`config.mk`:
```
export PLATFORM = sky130hd
export DESIGN_NAME = complex_magnitude_isqrt
export DESIGN_NICKNAME = d
export VERILOG_FILES = /design/src/rtl/core/cmi_pkg.sv /design/src/rtl/core/complex_magnitude_isqrt.sv /design/src/rtl/core/cmi_energy.sv /design/src/rtl/core/cmi_sqrt.sv
export SDC_FILE = /design/constraint.sdc
export NUM_CORES = 2
export LEC_CHECK = 0
export ABC_AREA = 1
export BUFFER_PORTS_ARGS = -buffer_cell sky130_fd_sc_hd__buf_4
export CAP_MARGIN = 15
export CELL_PAD_IN_SITES_DETAIL_PLACEMENT = 0
export CELL_PAD_IN_SITES_GLOBAL_PLACEMENT = 1
export CORE_MARGIN = 2
export CORE_UTILIZATION = 40
export CTS_BUF_LIST = sky130_fd_sc_hd__clkbuf_8
export CTS_CLUSTER_SIZE = 8
export DETAILED_ROUTE_END_ITERATION = 12
export HOLD_SLACK_MARGIN = 0.06
export PLACE_DENSITY_LB_ADDON = 0.1
export SYNTH_ARGS = -nofsm -noshare
export SYNTH_HDL_FRONTEND = slang
export SYNTH_SLANG_ARGS = --single-unit
```
`constraint.sdc`:
```
create_clock -name clk -period 30.8 [get_ports clk]
set_input_delay 0 -clock clk [delete_from_list [all_inputs] [get_ports clk]]
set_output_delay 0 -clock clk [all_outputs]
set_load 0.03 [all_outputs]
```
`src/rtl/core/cmi_pkg.sv`:
```
// Package for the complex magnitude block: widths, stage counts, types and the
// square-root step function. No dependencies.
package cmi_pkg;

	localparam int SAMPLE_WIDTH = 16;
	localparam int FIELD_W      = 16;
	localparam int MAG_W        = 16;

	// a^2 + b^2 <= 2^(2*SAMPLE_WIDTH-1), so the energy fits in 2*SAMPLE_WIDTH bits
	localparam int ENERGY_W = 2 * SAMPLE_WIDTH;
	localparam int ROOT_W   = SAMPLE_WIDTH;
	localparam int REM_W    = ROOT_W + 2;

	// two root bits resolved per register stage
	localparam int SQRT_STAGES = (ROOT_W + 1) / 2;
	localparam int STEPS       = 2 * SQRT_STAGES;
	localparam int NUM_W       = 2 * STEPS;

	localparam logic [MAG_W-1:0] MAG_MAX = '1;

	typedef struct packed {
		logic valid;
		logic last;
	} tag_t;

	typedef struct packed {
		logic [REM_W-1:0]  rem;
		logic [ROOT_W-1:0] root;
	} step_t;

	// One restoring digit step: bring down two energy bits, try root*4+1.
	function automatic step_t sqrt_step(step_t cur, logic [1:0] pair);
		logic [REM_W+1:0] rem_new;
		logic [REM_W+1:0] trial;
		step_t            nxt;
		rem_new = {cur.rem, pair};
		trial   = (REM_W+2)'({cur.root, 2'b01});
		if (rem_new >= trial) begin
			nxt.rem  = REM_W'(rem_new - trial);
			nxt.root = {cur.root[ROOT_W-2:0], 1'b1};
		end else begin
			nxt.rem  = REM_W'(rem_new);
			nxt.root = {cur.root[ROOT_W-2:0], 1'b0};
		end
		return nxt;
	endfunction

endpackage

```
`src/rtl/core/complex_magnitude_isqrt.sv`:
```
// Top level: complex sample magnitude, floor(sqrt(re^2 + im^2)).
// Depends on cmi_pkg, cmi_energy, cmi_sqrt.
//
//  channel | handshake            | payload
//  --------+----------------------+---------------------------
//  input   | in_valid / in_stall  | re_part, im_part, last_in
//  output  | out_valid / out_stall| magnitude, last_out
//
// One transaction per clock unless the output stalls. The path has three
// energy stages, the square-root stages at two root bits each, and the
// output register. Reset clears the valid bits and the inner last tags only.
// A stall on the output freezes the whole pipeline and is returned as in_stall
// in the same cycle, only while the output register holds a transaction.
module complex_magnitude_isqrt import cmi_pkg::*; (
	input  logic                      clk,
	input  logic                      arst_n,
	input  logic                      in_valid,
	output logic                      in_stall,
	input  logic signed [FIELD_W-1:0] re_part,
	input  logic signed [FIELD_W-1:0] im_part,
	input  logic                      last_in,
	output logic                      out_valid,
	input  logic                      out_stall,
	output logic [MAG_W-1:0]          magnitude,
	output logic                      last_out
);

	logic                en;
	tag_t                in_tag, en_tag, sq_tag;
	logic [ENERGY_W-1:0] energy;
	logic [ROOT_W-1:0]   root;
	logic [MAG_W-1:0]    mag_sat;

	logic                out_vld_q;
	logic                last_q;
	logic [MAG_W-1:0]    mag_q;

	assign en       = !(out_vld_q && out_stall);
	assign in_stall = !en;
	assign in_tag   = '{valid: in_valid, last: last_in};

	cmi_energy u_energy (
		.clk     (clk),
		.arst_n  (arst_n),
		.en      (en),
		.in_tag  (in_tag),
		.re_part (re_part),
		.im_part (im_part),
		.out_tag (en_tag),
		.energy  (energy)
	);

	cmi_sqrt u_sqrt (
		.clk     (clk),
		.arst_n  (arst_n),
		.en      (en),
		.in_tag  (en_tag),
		.energy  (energy),
		.out_tag (sq_tag),
		.root    (root)
	);

	// wide samples can give a root above the output width
	if (ROOT_W > MAG_W) begin : g_sat
		assign mag_sat = (|root[ROOT_W-1:MAG_W]) ? MAG_MAX : root[MAG_W-1:0];
	end else begin : g_nosat
		assign mag_sat = MAG_W'(root);
	end

	always_ff @(posedge clk or negedge arst_n) begin
		if (!arst_n) begin
			out_vld_q <= 1'b0;
		end else if (en) begin
			out_vld_q <= sq_tag.valid;
		end
	end

	always_ff @(posedge clk) begin
		if (en) begin
			mag_q  <= mag_sat;
			last_q <= sq_tag.last;
		end
	end

	assign out_valid = out_vld_q;
	assign magnitude = mag_q;
	assign last_out  = last_q;

	// backpressure only comes from a held output transaction
	a_stall_src: assert property (@(posedge clk) disable iff (!arst_n)
		in_stall |-> (out_valid && out_stall))
		else $error("in_stall without a stalled output transaction");

	// an empty output register never blocks the input
	a_no_block: assert property (@(posedge clk) disable iff (!arst_n)
		(!out_valid || !out_stall) |-> !in_stall)
		else $error("input blocked while output is free");

endmodule

```
`src/rtl/core/cmi_energy.sv`:
```
// Energy front end: absolute value, squares, sum over three register stages.
// Depends on cmi_pkg.
module cmi_energy import cmi_pkg::*; (
	input  logic                    clk,
	input  logic                    arst_n,
	input  logic                    en,
	input  tag_t                    in_tag,
	input  logic signed [FIELD_W-1:0] re_part,
	input  logic signed [FIELD_W-1:0] im_part,
	output tag_t                    out_tag,
	output logic [ENERGY_W-1:0]     energy
);

	logic [SAMPLE_WIDTH-1:0] re_raw, im_raw;
	logic [SAMPLE_WIDTH-1:0] re_abs, im_abs;

	tag_t                    tag_s1, tag_s2, tag_s3;
	logic [SAMPLE_WIDTH-1:0] re_abs_s1, im_abs_s1;
	logic [ENERGY_W-1:0]     re_sq_s2, im_sq_s2;
	logic [ENERGY_W-1:0]     energy_s3;

	// low SAMPLE_WIDTH bits of each field, sign bit at SAMPLE_WIDTH-1
	assign re_raw = SAMPLE_WIDTH'($unsigned(re_part));
	assign im_raw = SAMPLE_WIDTH'($unsigned(im_part));
	// most negative value maps to 2^(SAMPLE_WIDTH-1), still fits unsigned
	assign re_abs = re_raw[SAMPLE_WIDTH-1] ? (~re_raw + 1'b1) : re_raw;
	assign im_abs = im_raw[SAMPLE_WIDTH-1] ? (~im_raw + 1'b1) : im_raw;

	always_ff @(posedge clk or negedge arst_n) begin
		if (!arst_n) begin
			tag_s1 <= '0;
			tag_s2 <= '0;
			tag_s3 <= '0;
		end else if (en) begin
			tag_s1 <= in_tag;
			tag_s2 <= tag_s1;
			tag_s3 <= tag_s2;
		end
	end

	always_ff @(posedge clk) begin
		if (en) begin
			re_abs_s1 <= re_abs;
			im_abs_s1 <= im_abs;
			re_sq_s2  <= ENERGY_W'(re_abs_s1) * ENERGY_W'(re_abs_s1);
			im_sq_s2  <= ENERGY_W'(im_abs_s1) * ENERGY_W'(im_abs_s1);
			energy_s3 <= re_sq_s2 + im_sq_s2;
		end
	end

	assign out_tag = tag_s3;
	assign energy  = energy_s3;

endmodule

```
`src/rtl/core/cmi_sqrt.sv`:
```
// Pipelined floor square root, two result bits per register stage.
// Depends on cmi_pkg.
module cmi_sqrt import cmi_pkg::*; (
	input  logic                clk,
	input  logic                arst_n,
	input  logic                en,
	input  tag_t                in_tag,
	input  logic [ENERGY_W-1:0] energy,
	output tag_t                out_tag,
	output logic [ROOT_W-1:0]   root
);

	tag_t             tag_s  [SQRT_STAGES];
	step_t            step_s [SQRT_STAGES];
	logic [NUM_W-1:0] num_s  [SQRT_STAGES];

	for (genvar k = 0; k < SQRT_STAGES; k++) begin : g_stage
		localparam int P_HI = STEPS - 1 - 2 * k;
		localparam int P_LO = P_HI - 1;

		tag_t             tag_in;
		step_t            st_in;
		step_t            st_mid;
		step_t            st_out;
		logic [NUM_W-1:0] num_in;

		if (k == 0) begin : g_first
			assign tag_in = in_tag;
			assign st_in  = '0;
			assign num_in = NUM_W'(energy);
		end else begin : g_next
			assign tag_in = tag_s[k-1];
			assign st_in  = step_s[k-1];
			assign num_in = num_s[k-1];
		end

		assign st_mid = sqrt_step(st_in, num_in[2*P_HI +: 2]);
		assign st_out = sqrt_step(st_mid, num_in[2*P_LO +: 2]);

		always_ff @(posedge clk or negedge arst_n) begin
			if (!arst_n) begin
				tag_s[k] <= '0;
			end else if (en) begin
				tag_s[k] <= tag_in;
			end
		end

		always_ff @(posedge clk) begin
			if (en) begin
				step_s[k] <= st_out;
				num_s[k]  <= num_in;
			end
		end
	end

	assign out_tag = tag_s[SQRT_STAGES-1];
	assign root    = step_s[SQRT_STAGES-1].root;

endmodule

```
==> metrics.md <==
| Metric | Value |
|---|---|
| Largest net degree at the start of global routing | `156` |
| Syn avg cell area | `8.43 sq um` |
| Initial DRC Count | `1,704` |
| Crit Path Category | `flop to flop` |
| Number of H-tree levels | `3` |
| Hold Vio Cnt, Final | `0` |
| Vias/cell | `4.79` |
| Max Slew Vio Count | `0` |
| Clock Latency Late Sink | `710 ps` |
| Synthesized cell area | `44,100 sq um` |
| Gpl congestion | `0.862` |
| IO Pins | `56` |
| Top post-synthesis cells by area | `edfxtp_1 30%, fa_1 15%, ha_1 11%, nand2_1 11%, inv_1 9.0%` |
| Total negative slack | `0 ps` |
| RSZ-0062 raised after global routing | `false` |
| Max-capacitance violation count | `0` |
| Status | `complete, no violations` |
| First-pass GRT wire length | `178 mm` |
| Post-DP HPWL | `89.1 mm` |
| Final nets | `6,111` |
| Worst-path fanout max | `16` |
| CTS tree | `done` |
| Synthesis Warnings | `0` |
| Crit. End Element | `flop` |
| CTS Buf Count | `86` |
| Final setup violation count | `0` |
| Required time of the critical path | `31,230 ps` |
| Fmax | `158 MHz` |
| Per-cell routed wire length | `15.9 um` |
| Core area | `109,000 sq um` |
| Post-synth top area cell | `edfxtp_1` |
| Initial Utilization | `40.4%` |
| Minimum clock period | `6340 ps` |
| Vias in the first global route | `33,807` |
| Share of layout cells above drive strength 1 | `6.63%` |
| Clock sink count | `468` |
| Worst EP arrival | `6770 ps` |
| Seq/Total Area, Yosys | `31.6%` |
| Initial antenna violation count | `1` |
| Worst r2r src | `u_energy.re_abs_s1[9]$_DFFE_PN_` |
| P&R area growth vs syn | `9.66%` |
| Hold Crit Class | `input pin to flop` |
| Chip height | `336 um` |
| Flops & latches, synth | `468` |
| Yosys cell types | `65` |
| Total gr overflow | `0` |
| Worst hold start | `im_part[14]` |
| Setup crit start kind | `flop` |
| CP startpoint | `u_energy.re_abs_s1[9]$_DFFE_PN_` |
| Die X | `336 um` |
| Clock Skew | `38.3 ps` |
| Top-area cell type share of the netlist area | `30.3%` |
| Clk root buf | `clkbuf_8` |
| Row count | `121` |
| Worst slew margin | `30.3%` |
| # Post-CTS Setup Buffers | `0` |
| Routed Antenna Nets | `0` |
| Clock slew at reported path FFs | `60 ps` |
| Top_reg_cell synth | `edfxtp_1` |
| GRT Util Overall | `19.9%` |
| Remaining DRCs | `0` |
| Max clock buf depth | `3` |
| Tcrit/Tclk final | `20.6%` |
| Syn Inst Count | `5,233` |
| Drt total wl | `110 mm` |
| Area of the die | `113,000 sq um` |
| Fill cell count | `10,927` |
| Async SR Flop Fraction | `4.91%` |
| Via count | `33,036` |
| Pre-antenna DRT Iters | `5` |
| Worst Max-Slew Pin Slew | `1050 ps` |
| Post-synth EDFFs | `445` |
| Port buffer count | `55` |
## layout make-up
class	instances	area, sq um	area share, %
clock buffers	92	1270	2.62
well taps	1476	1850	3.82
inverters	1087	4090	8.44
repair buffers	138	1250	2.58
multi-input cells	3581	25600	53.0
diodes	1	2.50	0.00517
clock inverters	60	370	0.765
flip-flops and latches	468	13900	28.8
## cells in the final DEF, fill, tap and decap left out, types with 35 or more instances in the layout
cell type         n
nand4_1          58
clkbuf_8         92
xor2_1          173
a21oi_1         217
nand3_1         250
inv_1          1081
nor3_1           45
edfxtp_1        445
buf_4            60
nor2_1          314
ha_1            384
nand2_1        1253
xnor2_1          68
nor2_2           35
fa_1            328
dlygate4sd3_1    76
o21ai_0         175
## critical path, stage by stage, from the launching register on
cell	delay, ps
edfxtp_1	860
nand2_1	210
fa_1	550
inv_1	50
fa_1	510
inv_1	50
fa_1	470
inv_1	50
fa_1	500
fa_1	540
inv_1	50
fa_1	570
inv_1	50
ha_1	370
nand2_1	90
inv_1	100
nand2_1	70
nor3_1	250
nand3_1	130
nand3_1	170
nand3_1	80
nand2_1	120
a21oi_1	90
xor2_1	140
## synthesized netlist by cell type, types with 11 or more instances
| library cell | instances |
|---|---|
| nand3_2 | 16 |
| a21oi_1 | 217 |
| nor3_1 | 45 |
| nor2_4 | 12 |
| edfxtp_1 | 445 |
| fa_1 | 328 |
| nand4_1 | 58 |
| nor2_1 | 314 |
| nand2_4 | 11 |
| a31oi_1 | 12 |
| or2_2 | 14 |
| o21ai_0 | 175 |
| nand2_1 | 1254 |
| inv_2 | 21 |
| inv_1 | 1062 |
| ha_1 | 384 |
| nand3_1 | 250 |
| nand2_2 | 34 |
| o21bai_1 | 19 |
| o21ai_1 | 19 |
| o21a_1 | 17 |
| a21o_1 | 17 |
| xor2_1 | 173 |
| nor4_1 | 18 |
| nor2_2 | 35 |
| clkbuf_1 | 74 |
| dfrtp_1 | 23 |
| a21oi_2 | 19 |
| xnor2_1 | 68 |
## cell families (layout without fill, tap and decap cells)
kind of cell,Yosys count,after routing,share of synthesized area [%]
adders and majority gates,712,712,25.8
muxes,2,2,0.0482
and+or+nand+nor,2097,2097,20.7
DFF,468,468,31.6
AOI/OAI and AO/OA,527,527,6.73
xor gates and xnor gates,241,241,4.78
other,1,3,0.00850
buffers and inverters,1185,1377,10.3
## flip-flops by register name (all words and copies together), names as in the netlist, 16 cells and up
name                flops
magnitude              16
u_energy.energy        32
u_energy.im_abs_s1     16
u_energy.im_sq_s2      31
u_energy.re_abs_s1     16
u_energy.re_sq_s2      31
u_sqrt.num_s          112
u_sqrt.step_s         190
## path summary, 6_finish.rpt
kind,end,slack (ps),depth (start not counted)
max,u_energy.re_sq_s2[29]$_DFFE_PN_,24460,23
min,u_energy.im_abs_s1[14]$_DFFE_PN_,160,3
max reg2reg,u_energy.re_sq_s2[29]$_DFFE_PN_,24460,23
min reg2reg,u_sqrt.num_s[6][1]$_DFFE_PN_,390,0
max in group asynchronous,u_sqrt.g_stage[6].tag_in[1]$_DFFE_PN0N_,30000,4
min in group asynchronous,u_sqrt.g_stage[6].tag_in[0]$_DFFE_PN0N_,350,3
## timing repair
action	in CTS	in global routing
hold endpoints to repair	88	0
gates resized for setup	0	0
hold buffers	76	0
endpoints found under the setup margin	0	0
## routing by layer
layer	part of all wire, %	GRT usage (%)	routed length (um)	vias up
met5	0	0	0	-
met4	3.0	6.75	3260	0
met3	2.9	2.13	3220	152
met2	50	35.8	55400	493
met1	44	24.7	48000	15560
li1	-	-	-	16831
## stage by stage
| stage | std cells | setup WS [ps] | area, sq um | util [%] | hold WS [ps] |
|---|---|---|---|---|---|
| 2_1_floorplan | 5234 | 16850 | 44100 | - | -296 |
| 3_3_place_gp | 6673 | 24520 | 46000 | 42.1 | -88.7 |
| 3_5_place_dp | 6673 | 24450 | 46000 | 42.1 | -85.3 |
| 4_1_cts | 6901 | 24410 | 48400 | 44.3 | 70.0 |
| 5_1_grt | 6903 | 23990 | 48400 | 44.3 | 136 |
| 6_report | 6903 | 24460 | 48400 | 44.3 | 163 |
Power is not shown: default switching activity piles up to over one toggle a cycle in this logic, so the estimate is an artifact.
